$ cat src/sv/tsum_pkg.sv
// Shared types, constants and a ones-complement fold helper for the transport checksum block.
package tsum_pkg;

   localparam logic [7:0] PROTO_UDP = 8'd17;
   localparam logic [7:0] PROTO_TCP = 8'd6;
   localparam logic [15:0] UDP_LEN_POS = 16'd5;

   localparam int QUEUE_DEPTH = 4;
   localparam int QUEUE_PTR_W = $clog2(QUEUE_DEPTH);
   localparam int QUEUE_CNT_W = $clog2(QUEUE_DEPTH + 1);

   typedef struct packed {
      logic        first;
      logic        last;
      logic        unsupported;
      logic [15:0] hdr_sum;
      logic [15:0] data_sum;
   } tsum_entry_type;

   function automatic logic [15:0] oc_fold(input logic [18:0] raw);
      logic [16:0] partial;
      logic [16:0] result;
      partial = {1'b0, raw[15:0]} + {14'd0, raw[18:16]};
      result  = {1'b0, partial[15:0]} + {16'd0, partial[16]};
      return result[15:0];
   endfunction

endpackage

$ cat src/sv/tsum_front.sv
// Front end: accepts segment bytes, tracks segment position and builds queue entries.
module tsum_front import tsum_pkg::*; (
   input  logic           clock,
   input  logic           reset,
   input  logic           req_valid,
   output logic           req_ready,
   input  logic [7:0]     req_data_byte,
   input  logic           req_last_byte,
   input  logic [31:0]    req_source_address,
   input  logic [31:0]    req_dest_address,
   input  logic [7:0]     req_proto_number,
   input  logic           queue_full,
   output logic           push,
   output tsum_entry_type entry
);

   logic        in_segment_ff, in_segment_in;
   logic [15:0] byte_count_ff, byte_count_in;
   logic [7:0]  high_byte_ff, high_byte_in;
   logic [7:0]  protocol_ff, protocol_in;

   logic        first;
   logic [15:0] pos;
   logic [15:0] count_next;
   logic [7:0]  proto_eff;
   logic        is_udp;
   logic        is_tcp;
   logic [15:0] word;
   logic [15:0] data_word;
   logic [15:0] tcp_len;
   logic [18:0] hdr_raw;

   assign req_ready = !queue_full;
   assign push      = req_valid && !queue_full;

   always_comb begin
      first      = !in_segment_ff;
      pos        = first ? 16'd0 : byte_count_ff;
      count_next = pos + 16'd1;
      proto_eff  = first ? req_proto_number : protocol_ff;
      is_udp     = (proto_eff == PROTO_UDP);
      is_tcp     = (proto_eff == PROTO_TCP);
      word       = {high_byte_ff, req_data_byte};

      if (pos[0]) begin
         if (pos == UDP_LEN_POS && is_udp) begin
            data_word = {word[14:0], word[15]};
         end else begin
            data_word = word;
         end
      end else if (req_last_byte) begin
         data_word = {req_data_byte, 8'd0};
      end else begin
         data_word = 16'd0;
      end

      tcp_len = (req_last_byte && is_tcp) ? count_next : 16'd0;

      hdr_raw = {3'd0, req_source_address[31:16]} + {3'd0, req_source_address[15:0]}
              + {3'd0, req_dest_address[31:16]} + {3'd0, req_dest_address[15:0]}
              + {11'd0, req_proto_number};

      entry.first       = first;
      entry.last        = req_last_byte;
      entry.unsupported = !(is_udp || is_tcp);
      entry.hdr_sum     = first ? oc_fold(hdr_raw) : 16'd0;
      entry.data_sum    = oc_fold({3'd0, data_word} + {3'd0, tcp_len});

      in_segment_in = in_segment_ff;
      byte_count_in = byte_count_ff;
      high_byte_in  = high_byte_ff;
      protocol_in   = protocol_ff;
      if (push) begin
         protocol_in = proto_eff;
         if (req_last_byte) begin
            in_segment_in = 1'b0;
            byte_count_in = 16'd0;
            high_byte_in  = 8'd0;
         end else begin
            in_segment_in = 1'b1;
            byte_count_in = count_next;
            if (!pos[0]) begin
               high_byte_in = req_data_byte;
            end
         end
      end
   end

   always_ff @(posedge clock) begin
      if (reset) begin
         in_segment_ff <= 1'b0;
         byte_count_ff <= 16'd0;
         high_byte_ff  <= 8'd0;
         protocol_ff   <= 8'd0;
      end else begin
         in_segment_ff <= in_segment_in;
         byte_count_ff <= byte_count_in;
         high_byte_ff  <= high_byte_in;
         protocol_ff   <= protocol_in;
      end
   end

endmodule

$ cat src/sv/tsum_queue.sv
// Short queue of classified items between the front end and the accumulator.
module tsum_queue import tsum_pkg::*; (
   input  logic           clock,
   input  logic           reset,
   input  logic           push,
   input  tsum_entry_type push_entry,
   output logic           full,
   input  logic           pop,
   output logic           head_valid,
   output tsum_entry_type head_entry
);

   tsum_entry_type            slots_ff [QUEUE_DEPTH];
   logic [QUEUE_PTR_W-1:0]    wr_ptr_ff, wr_ptr_in;
   logic [QUEUE_PTR_W-1:0]    rd_ptr_ff, rd_ptr_in;
   logic [QUEUE_CNT_W-1:0]    count_ff, count_in;
   logic                      do_pop;

   assign full       = (count_ff == QUEUE_CNT_W'(QUEUE_DEPTH));
   assign head_valid = (count_ff != '0);
   assign head_entry = slots_ff[rd_ptr_ff];

   always_comb begin
      do_pop    = pop && head_valid;
      wr_ptr_in = push ? wr_ptr_ff + 1'b1 : wr_ptr_ff;
      rd_ptr_in = do_pop ? rd_ptr_ff + 1'b1 : rd_ptr_ff;
      count_in  = count_ff;
      if (push && !do_pop) begin
         count_in = count_ff + 1'b1;
      end else if (!push && do_pop) begin
         count_in = count_ff - 1'b1;
      end
   end

   always_ff @(posedge clock) begin
      if (reset) begin
         wr_ptr_ff <= '0;
         rd_ptr_ff <= '0;
         count_ff  <= '0;
      end else begin
         wr_ptr_ff <= wr_ptr_in;
         rd_ptr_ff <= rd_ptr_in;
         count_ff  <= count_in;
      end
   end

   always_ff @(posedge clock) begin
      if (push) begin
         slots_ff[wr_ptr_ff] <= push_entry;
      end
   end

endmodule

$ cat src/sv/tsum_back.sv
// Back end: ones-complement accumulation and the registered result stage.
module tsum_back import tsum_pkg::*; (
   input  logic           clock,
   input  logic           reset,
   input  logic           head_valid,
   input  tsum_entry_type head_entry,
   output logic           pop,
   output logic           rsp_valid,
   input  logic           rsp_ready,
   output logic [15:0]    rsp_checksum_value,
   output logic           rsp_unsupported
);

   logic [15:0] acc_ff, acc_in;
   logic        rsp_valid_ff, rsp_valid_in;
   logic [15:0] checksum_ff;
   logic        unsupported_ff;
   logic [15:0] base;
   logic [15:0] total;
   logic        emit;

   assign rsp_valid          = rsp_valid_ff;
   assign rsp_checksum_value = checksum_ff;
   assign rsp_unsupported    = unsupported_ff;

   always_comb begin
      pop   = head_valid && (!head_entry.last || !rsp_valid_ff || rsp_ready);
      emit  = pop && head_entry.last;
      base  = head_entry.first ? 16'd0 : acc_ff;
      total = oc_fold({3'd0, base} + {3'd0, head_entry.hdr_sum}
                      + {3'd0, head_entry.data_sum});
      acc_in = pop ? total : acc_ff;
      rsp_valid_in = rsp_valid_ff;
      if (emit) begin
         rsp_valid_in = 1'b1;
      end else if (rsp_ready) begin
         rsp_valid_in = 1'b0;
      end
   end

   always_ff @(posedge clock) begin
      if (reset) begin
         acc_ff       <= 16'd0;
         rsp_valid_ff <= 1'b0;
      end else begin
         acc_ff       <= acc_in;
         rsp_valid_ff <= rsp_valid_in;
      end
   end

   always_ff @(posedge clock) begin
      if (emit) begin
         checksum_ff    <= head_entry.unsupported ? 16'd0 : ~total;
         unsupported_ff <= head_entry.unsupported;
      end
   end

endmodule

$ cat src/sv/transport_pseudo_header_checksum_top.sv
// Top level of the TCP/UDP pseudo-header checksum block.
// The block takes one segment byte per cycle and keeps that rate across segment boundaries as
// long as checksum items are taken at the output. Addresses and protocol are sampled with the
// first byte of each segment. With the queue empty and the output register free, the entry
// of the last byte is queued and rsp_valid is registered when it is popped. The rate is set by
// the accumulator, which performs one ones-complement add and fold per cycle, and a four-entry
// queue between the classifying front end and the accumulator absorbs output stalls; once it
// is full behind a waiting checksum item, the input is held off. Protocols other than UDP and
// TCP give a zero checksum with the unsupported flag set.
module transport_pseudo_header_checksum_top import tsum_pkg::*; (
   input  logic        clock,
   input  logic        reset,
   input  logic        req_valid,
   output logic        req_ready,
   input  logic [7:0]  req_data_byte,
   input  logic        req_last_byte,
   input  logic [31:0] req_source_address,
   input  logic [31:0] req_dest_address,
   input  logic [7:0]  req_proto_number,
   output logic        rsp_valid,
   input  logic        rsp_ready,
   output logic [15:0] rsp_checksum_value,
   output logic        rsp_unsupported
);

   tsum_entry_type push_entry;
   tsum_entry_type head_entry;
   logic           push;
   logic           full;
   logic           pop;
   logic           head_valid;

   tsum_front u_front (
      .clock              (clock),
      .reset              (reset),
      .req_valid          (req_valid),
      .req_ready          (req_ready),
      .req_data_byte      (req_data_byte),
      .req_last_byte      (req_last_byte),
      .req_source_address (req_source_address),
      .req_dest_address   (req_dest_address),
      .req_proto_number   (req_proto_number),
      .queue_full         (full),
      .push               (push),
      .entry              (push_entry)
   );

   tsum_queue u_queue (
      .clock      (clock),
      .reset      (reset),
      .push       (push),
      .push_entry (push_entry),
      .full       (full),
      .pop        (pop),
      .head_valid (head_valid),
      .head_entry (head_entry)
   );

   tsum_back u_back (
      .clock              (clock),
      .reset              (reset),
      .head_valid         (head_valid),
      .head_entry         (head_entry),
      .pop                (pop),
      .rsp_valid          (rsp_valid),
      .rsp_ready          (rsp_ready),
      .rsp_checksum_value (rsp_checksum_value),
      .rsp_unsupported    (rsp_unsupported)
   );

endmodule

$ cat config.mk
export PLATFORM = sky130hd
export DESIGN_NAME = transport_pseudo_header_checksum_top
export DESIGN_NICKNAME = d
export VERILOG_FILES = /design/src/sv/tsum_pkg.sv /design/src/sv/tsum_front.sv /design/src/sv/tsum_queue.sv /design/src/sv/tsum_back.sv /design/src/sv/transport_pseudo_header_checksum_top.sv
export SDC_FILE = /design/constraint.sdc
export NUM_CORES = 1
export LEC_CHECK = 0
export BUFFER_PORTS_ARGS = -buffer_cell sky130_fd_sc_hd__buf_4
export CAP_MARGIN = 25
export CORE_ASPECT_RATIO = 0.9
export CORE_UTILIZATION = 35
export DETAILED_ROUTE_END_ITERATION = 6
export GPL_ROUTABILITY_DRIVEN = 0
export PLACE_DENSITY = 0.62
export SKIP_LAST_GASP = 1
export SLEW_MARGIN = 5
export SYNTH_ARGS = -nofsm -noshare
export SYNTH_HDL_FRONTEND = slang
export SYNTH_HIERARCHICAL = 1
export SYNTH_SLANG_ARGS = --single-unit
$ cat constraint.sdc
create_clock -name clock -period 9.7 [get_ports clock]
set_input_delay 2.425 -clock clock [delete_from_list [all_inputs] [get_ports clock]]
set_output_delay 2.425 -clock clock [all_outputs]
set_load 0.01 [all_outputs]
[Yosys cells after proc, flatten, opt, wreduce, memory -nomap -nowiden]
Memories as Yosys holds them, arrays and structs flattened. A register that Yosys moved wholly into a read port is not among the register bits.
Index checks and enable logic that the tools add are counted.
W data, S select, Z words.
Storage, ports and cells
  register bits after elaboration: 74
  latch bits: 0
  RAM bits: 140
  memory bits (read-only): 0
  output and inout port bits: 19
  logic and storage cells: 78
  memories: 1
Cells by class
  $add $sub $neg: 18
  multipliers: 0
  div/mod/pow operators: 0
  order comparisons: 0
  equal/unequal tests: 5
  shift operators: 0
  muxes and demuxes: 20
  bitwise gates (word level): 1
  reductions and logical operators: 22
Memory list
  u_queue.slots_ff: depth 4, bits a word 35, rd ports 1, clocked after Yosys merged registers in 1, wr ports 1, line tsum_queue.sv:13  | tsum_entry_type slots_ff [QUEUE_DEPTH];
Operator list (count)
  $mux W16: 8
  $add A19 B16 Y19: 3
  $add A16 B16 Y17: 3
  $add A16 B3 Y17: 3
  $add A16 B1 Y16: 3
  $mux W8: 3
  $add A19 B8 Y19: 1
  $add A16 B1 Y16 const B: 1
  $eq A16 B3 Y1 const B: 1
  $not A16 Y16: 1
  $eq A8 B3 Y1 const B: 1
  $eq A8 B5 Y1 const B: 1
  $logic_and A1 B1 Y1: 8
  $logic_not A1 Y1: 7
  $mux W3: 2
  $mux W1: 5
  $add A2 B1 Y2 const B: 2
  $mux W2: 2
  $reduce_bool A2 Y1: 2
  $add A3 B1 Y3 const B: 1
  $eq A3 B3 Y1 const B: 1
  $logic_or A1 B1 Y1: 3
  $reduce_bool A3 Y1: 1
  $sub A3 B1 Y3 const B: 1
  other kinds (2): 2

[Logic depth before layout (Yosys ltp)]
Gate-level depths: netlist of run 1.
  depth after elaboration: 8
  gate-level depth with buffers: 37
  mapped depth without buffers: 36

[Modules after synthesis]
The synthesis of run 1 kept the hierarchy.
By module, submodules not included
  tsum_front: instances 1, cells an instance 841, area an instance 6259.8 sq um, seq. area each 660.6 sq um
  tsum_queue: instances 1, cells an instance 227, area an instance 5541.6 sq um, seq. area each 4384.2 sq um
  tsum_back: instances 1, cells an instance 350, area an instance 3276.9 sq um, seq. area each 850.8 sq um

[Worst setup path after synthesis of run 1]
OpenSTA, ideal clock, no wires.
  kind: input-to-reg
  from: input req_source_address[7]
  to: memory u_queue/slots_ff[0][30] (netlist name) (data pin)
  arrival time: 9.222 ns
  data required time: 9.497 ns
  slack: 0.275 ns
  stages: 34
  path buffers: 0
  cell sequence: inv_1 > fa_1 > inv_1 > fa_1 > inv_1 > fa_1 > inv_1 > ha_1 > a21oi_1 > o21ai_0 > or3_1 > o21a_1 > a21o_1 > a21oi_1 > o21bai_1 > a21oi_1 > xnor2_1 > ha_1 > inv_1 > fa_1 > inv_1 > a21oi_1 > nor2_1 > nand3_1 > nor3_1 > nand2_1 > nor4_1 > and3_1 > ha_1 > ha_1 > nand2_1 > or4_4 > o31a_1 > nor3_1
RTL lines
  start: declaration: line transport_pseudo_header_checksum_top.sv:17  | input logic [31:0] req_source_address,
  end: declaration: line tsum_queue.sv:13

==> metrics.md, run 1 <==
| Metric | Value |
|---|---|
| ANT cells | `0` |
| Setup violators final | `0` |
| CTS tree | `yes` |
| Seq cells post-synth | `216` |
| All-Layer GR Usage | `15.4%` |
| Largest net degree at the start of global routing | `60` |
| DP HPWL | `25200 um` |
| Final WL | `33500 um` |
| Hold Buf Count CTS | `0` |
| Die H | `199 um` |
| Vias per inst | `5.20` |
| Post-Syn Area | `15100 um^2` |
| Period utilization | `93.5%` |
| P&R area growth vs syn | `14.9%` |
| Via total after detailed routing | `about 11000` |
| Die area | `43900 um^2` |
| Failing checks | `design-rule violations` |
| Clock Latency Late Sink | `between 0.5 and 0.6 ns` |
| Sink Count | `216` |
| Worst setup SP type | `input port` |
| Initial antenna violation count | `0` |
| Routed WL per cell | `16.0 um` |
| Final hold violation count | `0` |
| Most used DFF post-synth | `edfxtp_1` |
| Ys async rst share | `0%` |
| # port buffers | `103` |
| Slew HR | `43.3%` |
| CP endpoint kind | `flip-flop` |
| DRT Pass-1 Iters | `7` |
| Synth warnings | `6` |
| Distinct cells, synth | `just over 100` |
| Critical setup path kind | `in2reg` |
| RSZ-0062 raised after global routing | `no` |
| CTS Buffer Depth | `3` |
| Post-Syn Instances | `roughly 1400` |
| Final hold slack | `0.458 ns` |
| Reg clk slew, reported paths | `approximately 0.060 ns` |
| Fin Clk Skew | `around 0.013 ns` |
| Die Wd | `221 um` |
| CP max-delay cell | `fa_1` |
| Post-layout min period | `9.07 ns` |
| Most common cell on crit path | `fa_1` |
| Cells after DPL | `2044` |
| Sequential area share after synthesis | `39.1%` |
| Max Cap Violations | `0` |
| Filler-free cell count of the finished design | `between 2000 and 2500` |
| Root buffer cell | `clkbuf_16` |
| CP Data Arrival Time | `9.42 ns` |
| Nets@finish | `1746` |
| DRC Markers | `5` |
| Req. time, crit path | `10.05 ns` |
| Post-route ant nets | `0` |
| Worst min path class | `reg2reg` |
| GRT Residual Overflow | `0` |
| H-tree depth | `1` |
| Core Region | `between 40000 and 50000 um^2` |
| EDFF count, synth | `157` |
| Mean Syn Cell Area | `10.6 um^2` |
| Commonest non-fill, non-tap cell in the layout | `edfxtp_1` |
| Final core utilization | `41.1%` |
| Max incr delay on CP | `0.56 ns` |
| Crit-path max FO | `4` |
| Iteration-0 DRC Markers | `649` |
| First-pass GRT wire length | `54100 um` |
| Fraction of layout cells with a size suffix above 1 | `16.1%` |
| Status | `finished with violations` |
| IO Pins | `104` |
| Num rows | `71` |
| Slew @ Worst Pin | `0.850 ns` |
| Most frequent cells in the layout | `edfxtp_1 (157), nor2_1 (147), buf_4 (130)` |
| TritonCTS buffer count | `25` |
| Vias in the first global route | `between 10000 and 15000` |
| Initial Utilization | `approximately 36%` |
| Synth Net Count | `1640` |
| Highest Clock Rate | `0.110 GHz` |
| Post-route setup TNS | `0 ns` |
| Fin. max-slew vios | `0` |
[worst paths after layout]
check | startpoint | to | slack [ns] | cells after the start
min | u_back/acc_ff[0] | u_back/acc_ff[0] | 0.46 | 2
max reg2reg | flip-flop | u_back/rsp_checksum_value[13] | 1.47 | 28
min reg2reg | u_back/acc_ff[0] | u_back/acc_ff[0] | 0.46 | 2
max | req_source_address[1] | u_queue/slots_ff[0][30] | 0.63 | 34
[worst max-delay path, delay by kind of cell]
kind | cells | cell delay [ns]
xor+xnor | 1 | 0.10
buf+inv | 5 | 0.31
simple gates | 12 | 2.26
fa+ha+maj | 8 | 2.82
compound gates | 8 | 1.49
[cell families (layout without fill, tap and decap cells)]
family                     after synthesis  after routing  synth area share (%)
AOI/OAI and AO/OA                      255            255                  11.9
xor gates and xnor gates               113            113                  6.81
adders and majority gates              137            137                  14.4
buffers and inverters                  174            299                  4.97
DFF                                    216            216                  39.1
muxes                                   56             56                  6.76
other                                    1              1                0.0249
and+or+nand+nor                        466            466                  16.1
[Yosys cell counts (23+ instances only)]
master | count | area (um^2)
and3_1 | 24 | 150
nand3_1 | 38 | 190
a21o_1 | 23 | 173
xnor2_1 | 59 | 517
a21oi_1 | 67 | 335
fa_1 | 60 | 1200
nand2_1 | 74 | 278
nor2_1 | 147 | 552
clkbuf_1 | 31 | 116
mux4_2 | 30 | 676
dfxtp_1 | 59 | 1180
xor2_1 | 49 | 429
nor3_1 | 32 | 160
o21ai_0 | 46 | 230
edfxtp_1 | 157 | 4710
ha_1 | 77 | 963
inv_1 | 122 | 458
nor2b_1 | 31 | 194
[metal layers]
metal	global-route usage, %	part of all wire [%]	up-vias
met5	0	0	-
met2	26.2	47	232
met4	3.15	1.6	0
li1	-	-	5332
met3	1.88	4.3	27
met1	20.8	47	5277
[sequential cells by signal (all words and copies together), names as in the netlist, named ones only]
| register | flops |
|---|---|
| u_queue/slots_ff | 140 |
| u_back/acc_ff | 16 |
| u_back/rsp_checksum_value | 16 |
| u_front/byte_count_ff | 16 |
| u_front/high_byte_ff | 8 |
| u_front/protocol_ff | 8 |
| u_queue/count_ff | 3 |
| u_queue/rd_ptr_ff | 2 |
| u_queue/wr_ptr_ff | 2 |
| u_back/rsp_unsupported | 1 |
| u_back/rsp_valid | 1 |
| u_front/in_segment_ff | 1 |
[metrics by stage]
stage	setup WS (ns)	area, um^2
2_1_floorplan	0.275	15100
3_3_place_gp	0.156	16500
3_5_place_dp	-0.0283	16500
4_1_cts	0.534	17300
5_1_grt	0.0495	17300
6_report	0.631	17300
[layout make-up]
type | instances | area [um^2]
Clock buffer | 33 | 686
Clock inverter | 13 | 165
Fill cell | 4056 | 24800
Inverter | 123 | 462
Multi-Input combinational cell | 1028 | 8450
Sequential cell | 216 | 5900
Tap cell | 547 | 684
Timing Repair Buffer | 130 | 976
[timing repair]
item	4_1_cts	5_1_grt
setup buffers	0	0
setup endpoints to repair	0	12
gates resized for setup	0	3
Power of run 1 is not shown: default switching activity piles up to over one toggle a cycle in this logic, so the estimate is an artifact.
==> inputs of run 2 (changes only) <==
--- a/config.mk
+++ b/config.mk
@@ -8,10 +8,10 @@
 export BUFFER_PORTS_ARGS = -buffer_cell sky130_fd_sc_hd__buf_4
 export CAP_MARGIN = 25
 export CORE_ASPECT_RATIO = 0.9
-export CORE_UTILIZATION = 35
+export CORE_UTILIZATION = 25
 export DETAILED_ROUTE_END_ITERATION = 6
 export GPL_ROUTABILITY_DRIVEN = 0
-export PLACE_DENSITY = 0.62
+export PLACE_DENSITY = 0.5
 export SKIP_LAST_GASP = 1
 export SLEW_MARGIN = 5
 export SYNTH_ARGS = -nofsm -noshare
==> metrics.md, run 2 (synthesized netlist as in run 1, its figures left out) <==
| Metric | Value |
|---|---|
| Status | `finished with violations` |
| Failing checks | `design-rule violations` |
| Req. time, crit path | `10.05 ns (about the same)` |
| Post-CTS Setup Repair Bufs | `0 (unchanged)` |
| Max Cap Violations | `0 (unchanged)` |
| CP Data Arrival Time | `9.43 ns (about the same)` |
| Final hold violation count | `0 (unchanged)` |
| CTS Buffer Depth | `3 (unchanged)` |
| Wl on met1 | `17400 um (+10%)` |
| Fin. max-slew vios | `0 (unchanged)` |
| DRC Markers | `5 (unchanged)` |
| Post-route ant nets | `0 (unchanged)` |
| Initial antenna violation count | `0 (unchanged)` |
| First-pass GRT wire length | `58600 um (+8.2%)` |
| Fin Clk Skew | `0.0157 ns (+0.00287 ns)` |
| Die area | `61300 um^2 (+40%)` |
| Hold Buf Count CTS | `0 (unchanged)` |
| Root buffer cell | `clkbuf_16` |
| Critical setup path kind | `in2reg` |
| IO Pins | `104 (unchanged)` |
| All-Layer GR Usage | `11.9% (-3.5 points)` |
| Post-layout min period | `9.08 ns (+0.0130 ns)` |
| Fillcell total | `6189 (+53%)` |
| CP endpoint kind | `flip-flop` |
| Most common cell on crit path | `fa_1` |
| Most frequent cells in the layout | `edfxtp_1 (157), nor2_1 (147), buf_4 (132)` |
| Largest net degree at the start of global routing | `60 (unchanged)` |
| CTS tree | `yes` |
| Core Region | `59700 um^2 (+42%)` |
| TritonCTS buffer count | `26 (+4.0%)` |
| Sink Count | `216 (unchanged)` |
| Largest Register | `u_queue/slots_ff` |
| Num rows | `85 (+20%)` |
| Die Wd | `261 um (+18%)` |
| Reg clk slew, reported paths | `0.06 ns (about the same)` |
| GRT Residual Overflow | `0 (unchanged)` |
| Initial Utilization | `25.3% (-11 points)` |
| Iteration-0 DRC Markers | `589 (-9.2%)` |
| Slew HR | `45.5% (+2.2 points)` |
| Crit-path max FO | `4 (unchanged)` |
| Commonest non-fill, non-tap cell in the layout | `edfxtp_1` |
| DR WL met2 | `16700 um (+6.3%)` |
| Via total after detailed routing | `10844 (-0.22%)` |
| Top Metal Used | `met4` |
| H-tree depth | `1 (unchanged)` |
| Vias per inst | `4.66 (-10%)` |
| Fraction of layout cells with a size suffix above 1 | `16.1% (+0.033 points)` |
| DP HPWL | `27400 um (+8.9%)` |
| CP max-delay cell | `fa_1` |
| Highest Clock Rate | `0.110 GHz (-0.14%)` |
| Slew @ Worst Pin | `0.818 ns (-0.0326 ns)` |
| Metal3 WL | `1350 um (-6.1%)` |
| RSZ-0062 raised after global routing | `no` |
| Die H | `235 um (+18%)` |
| Worst setup SP type | `input port` |
| # port buffers | `103 (unchanged)` |
| ANT cells | `0 (unchanged)` |
| Nets@finish | `1749 (+0.17%)` |
| Pre-CTS setup slack | `-0.129 ns (-0.101 ns)` |
| Clock Latency Late Sink | `0.54 ns (about the same)` |
| Final WL | `36400 um (+8.7%)` |
| P&R area growth vs syn | `16.9%` |
| DRT Pass-1 Iters | `7 (unchanged)` |
| Max incr delay on CP | `0.56 ns (about the same)` |
| Setup violators final | `0 (unchanged)` |
| Fin worst setup slack | `0.618 ns (-0.0130 ns)` |
| Worst min path class | `reg2reg` |
| Vias in the first global route | `10870 (+2.0%)` |
| Routed WL per cell | `15.6 um (-2.5%)` |
| Max FFs per register | `140 (unchanged)` |
| Period utilization | `93.6% (+0.13 points)` |
-- run 2: changes by cell type in the layout (fill, tap and decap cells not counted), sizes merged --
cell	before	now
inv	124	123
clkinv	8	11
buf	130	132
bufinv	3	2
-- run 2: stage by stage --
step	util, %	setup TNS, ns	hold WS [ns]	instance area [um^2]	instances
floorplan	-	0	0.432	15100	1418
global placement	28.1	0	0.441	16800	2282
detailed placement	28.1	-0.518	0.448	16800	2282
CTS	29.5	0	0.461	17600	2329
global route	29.5	0	0.476	17600	2329
finish	29.5	0	0.456	17600	2329
-- run 2: critical path: cells and delay by family --
family	cells	cell delay, ns
AO/OA/AOI/OAI	8	1.47
XOR/XNOR	1	0.10
adder cells (fa/ha/maj)	8	2.83
buffers and inverters	5	0.32
AND/OR/NAND/NOR	12	2.26
-- run 2: area by class of cell --
| cell class | instances | area (um^2) | share of cell area (%) |
|---|---|---|---|
| clock buffers | 33 | 718 | 4.07 |
| clock inverters | 14 | 128 | 0.724 |
| inverters | 123 | 462 | 2.62 |
| multi-input cells | 1028 | 8450 | 47.9 |
| flip-flops and latches | 216 | 5900 | 33.5 |
| well taps | 783 | 980 | 5.56 |
| repair buffers | 132 | 991 | 5.62 |
-- run 2: metal layers --
| metal | up-vias | GRT usage [%] |
|---|---|---|
| met1 | 5276 | 16.3 |
| met2 | 195 | 19.4 |
| met4 | 0 | 3.26 |
| li1 | 5328 | - |
| met5 | - | 0 |
| met3 | 45 | 1.62 |
-- run 2: path summary, 6_finish.rpt --
| kind | start | slack, ns | to | cells past startpoint |
|---|---|---|---|---|
| setup reg to reg | u_front/in_segment_ff | 1.41 | u_queue/slots_ff[0][14] | 33 |
| setup / recovery | req_source_address[1] | 0.62 | u_queue/slots_ff[3][30] | 34 |
| hold / removal | u_back/acc_ff[8] | 0.46 | u_back/acc_ff[8] | 2 |
| hold reg to reg | u_back/acc_ff[8] | 0.46 | u_back/acc_ff[8] | 2 |
-- run 2: what timing repair did --
action | 4_1_cts | 5_1_grt
endpoints found under the hold margin | 0 | 0
endpoints found under the setup margin | 0 | 8
gates resized for setup | 0 | 2
Power of run 2 is left out for the same reason.
==> inputs of run 3 (changes only) <==
--- a/config.mk
+++ b/config.mk
@@ -5,10 +5,12 @@
 export SDC_FILE = /design/constraint.sdc
 export NUM_CORES = 1
 export LEC_CHECK = 0
+export ABC_AREA = 1
 export BUFFER_PORTS_ARGS = -buffer_cell sky130_fd_sc_hd__buf_4
 export CAP_MARGIN = 25
 export CORE_ASPECT_RATIO = 0.9
 export CORE_UTILIZATION = 25
+export CTS_CLUSTER_SIZE = 40
 export DETAILED_ROUTE_END_ITERATION = 6
 export GPL_ROUTABILITY_DRIVEN = 0
 export PLACE_DENSITY = 0.5
==> metrics.md, run 3 <==
| Metric | Value |
|---|---|
| Status | `finished, final reports clean` |
| Sequential area share after synthesis | `36.4% (-2.7 points)` |
| Most numerous cell in the Yosys netlist | `nand2_1` |
| Met2 Use GR | `20.4% (+0.99 points)` |
| CTS Buffer Depth | `3 (unchanged)` |
| Post-route ant nets | `0 (unchanged)` |
| Nets@finish | `2394 (+37%)` |
| Hold Buf Count CTS | `0 (unchanged)` |
| RSZ-0062 raised after global routing | `no` |
| CP Data Arrival Time | `9.33 ns (-0.10 ns)` |
| Fin worst setup slack | `0.694 ns (+0.0757 ns)` |
| Post-synth top area cell | `edfxtp_1` |
| Share of the synthesized area in the top cell type | `29.1% (-2.2 points)` |
| Vias in the first global route | `12823 (+18%)` |
| Reg clk slew, reported paths | `0.06 ns (about the same)` |
| Setup violators final | `0 (unchanged)` |
| Max Cap Violations | `0 (unchanged)` |
| Commonest cells in the netlist | `nand2_1 (460), inv_1 (298), nor2_1 (239)` |
| Fin. max-slew vios | `0 (unchanged)` |
| Worst reg-to-reg setup slack | `2.55 ns (+1.14 ns)` |
| CP endpoint kind | `flip-flop` |
| Mean Syn Cell Area | `7.80 um^2 (-27%)` |
| Crit Reg-Reg Endpoint | `u_queue/slots_ff[3][12]` |
| Largest net degree at the start of global routing | `71 (+18%)` |
| Post-Syn Area | `16200 um^2 (+7.5%)` |
| Hold Path Depth | `2 (unchanged)` |
| Slew @ Worst Pin | `0.727 ns (-0.0911 ns)` |
| Period utilization | `92.8% (-0.78 points)` |
| Slew HR | `51.6% (+6.1 points)` |
| Iteration-0 DRC Markers | `849 (+44%)` |
| P&R area growth vs syn | `15.1%` |
| Req. time, crit path | `10.02 ns (-0.03 ns)` |
| Initial Utilization | `25.3% (+0.027 points)` |
| Critical setup path kind | `in2reg` |
| TritonCTS buffer count | `25 (-3.8%)` |
| Worst setup SP type | `input port` |
| Final WL | `41200 um (+13%)` |
| All-Layer GR Usage | `12.4% (+0.48 points)` |
| Max incr delay on CP | `0.56 ns (about the same)` |
| Final hold slack | `0.467 ns (+0.0109 ns)` |
| # port buffers | `103 (unchanged)` |
| DRC Markers | `0 (-5)` |
| Via total after detailed routing | `13458 (+24%)` |
| Global Route met3 Usage | `1.82% (+0.21 points)` |
| Core Region | `64100 um^2 (+7.4%)` |
| Die Wd | `270 um (+3.7%)` |
| GRT Residual Overflow | `0 (unchanged)` |
| CP max-delay cell | `fa_1` |
| Worst min path class | `reg2reg` |
| Routed WL per cell | `13.5 um (-13%)` |
| Final hold violation count | `0 (unchanged)` |
| Synth warnings | `6 (unchanged)` |
| Crit-path max FO | `4 (unchanged)` |
| IO Pins | `104 (unchanged)` |
| Max FFs per register | `140 (unchanged)` |
| Pre-CTS setup slack | `0.155 ns (+0.284 ns)` |
| Most used DFF post-synth | `edfxtp_1` |
| Ys async rst share | `0% (unchanged)` |
| Post-layout min period | `9.01 ns (-0.0757 ns)` |
| Largest Register | `u_queue/slots_ff` |
| Seq cells post-synth | `216 (unchanged)` |
| Post-CTS Setup Repair Bufs | `0 (unchanged)` |
| Distinct cells, synth | `56 (-46%)` |
| First-pass GRT wire length | `66800 um (+14%)` |
| ANT cells | `0 (unchanged)` |
| Sink Count | `216 (unchanged)` |
| Filler-free cell count of the finished design | `3046 (+31%)` |
| Grt met1 use | `17.4% (+1.0 points)` |
| Hold path start | `u_front/byte_count_ff[15]` |
| Post-Syn Instances | `2079 (+47%)` |
| Die H | `244 um (+3.7%)` |
| Synth Net Count | `2301 (+40%)` |
| Post-route setup TNS | `0 ns (unchanged)` |
| Layer with the highest usage | `met2` |
| CTS tree | `yes` |
| Post-cts resize count | `0 (unchanged)` |
| H-tree depth | `1 (unchanged)` |
| Vias per inst | `4.42 (-5.1%)` |
| Fraction of layout cells with a size suffix above 1 | `14.5% (-1.6 points)` |
| Fin Clk Skew | `0.0121 ns (-0.00363 ns)` |
| Worst r2r src | `u_front/in_segment_ff` |
| DRT Pass-1 Iters | `5 (-2)` |
| Commonest non-fill, non-tap cell in the layout | `nand2_1` |
| R2R depth | `37 (+12%)` |
| Die area | `65900 um^2 (+7.5%)` |
| Initial antenna violation count | `0 (unchanged)` |
| Top cells by area, synth | `edfxtp_1 (29%), nand2_1 (11%), fa_1 (7.4%)` |
| EDFF count, synth | `157 (unchanged)` |
| Num rows | `88 (+3.5%)` |
| Highest Clock Rate | `0.111 GHz (+0.84%)` |
| Most frequent cells in the layout | `nand2_1 (460), inv_1 (298), nor2_1 (239)` |
| DP HPWL | `31900 um (+17%)` |
| Hold EP | `u_front/byte_count_ff[15]` |
| Cells after DPL | `3000 (+31%)` |
| Root buffer cell | `clkbuf_16` |
| Clock Latency Late Sink | `0.55 ns (about the same)` |
-- run 3: logic make-up after synthesis --
| group | synth area share, % |
|---|---|
| other | 0.0231 |
| and+or+nand+nor | 28.1 |
| DFF | 36.4 |
| AOI/OAI and AO/OA | 10.4 |
| adders and majority gates | 13.4 |
| xor gates and xnor gates | 2.25 |
| muxes | 0.0617 |
| buffers and inverters | 9.54 |
-- run 3: worst max-delay path: cells and delay by family --
family                     cells  cell delay (ns)
AOI/OAI and AO/OA              4             0.61
adders and majority gates      8             2.83
xor gates and xnor gates       1             0.18
and+or+nand+nor               25             2.94
buffers and inverters          5             0.33
-- run 3: worst max-delay path by stage --
stage                           from                      end  depth (start not counted)
2_1_floorplan  req_source_address[6]  u_queue/slots_ff[0][30]                         43
3_3_place_gp   req_source_address[4]  u_queue/slots_ff[1][30]                         45
3_5_place_dp   req_source_address[1]  u_queue/slots_ff[0][28]                         43
4_1_cts        req_source_address[1]  u_queue/slots_ff[0][28]                         43
5_1_grt        req_source_address[1]  u_queue/slots_ff[0][28]                         43
6_report       req_source_address[1]  u_queue/slots_ff[0][28]                         43
-- run 3: layout make-up --
class / instances / area, um^2
sequential: 216 / 5900
multi-input combinational: 1481 / 8770
fill: 6872 / 45400
timing repair buffer: 115 / 863
tap: 855 / 1070
clock buffer: 35 / 693
inverter: 333 / 1250
clock inverter: 11 / 109
-- run 3: metal layers --
metal,vias up,routed length (um)
li1,6938,-
met4,0,476
met1,6225,20500
met5,-,0
met3,36,1740
met2,259,18500
-- run 3: metrics by stage --
step | utilization (%) | cell area [um^2]
after global routing | 29.1 | 18700
after global placement | 27.9 | 17900
after floorplan | - | 16200
after CTS | 29.1 | 18700
final | 29.1 | 18700
after detailed placement | 27.9 | 17900
Power of run 3 is left out for the same reason.
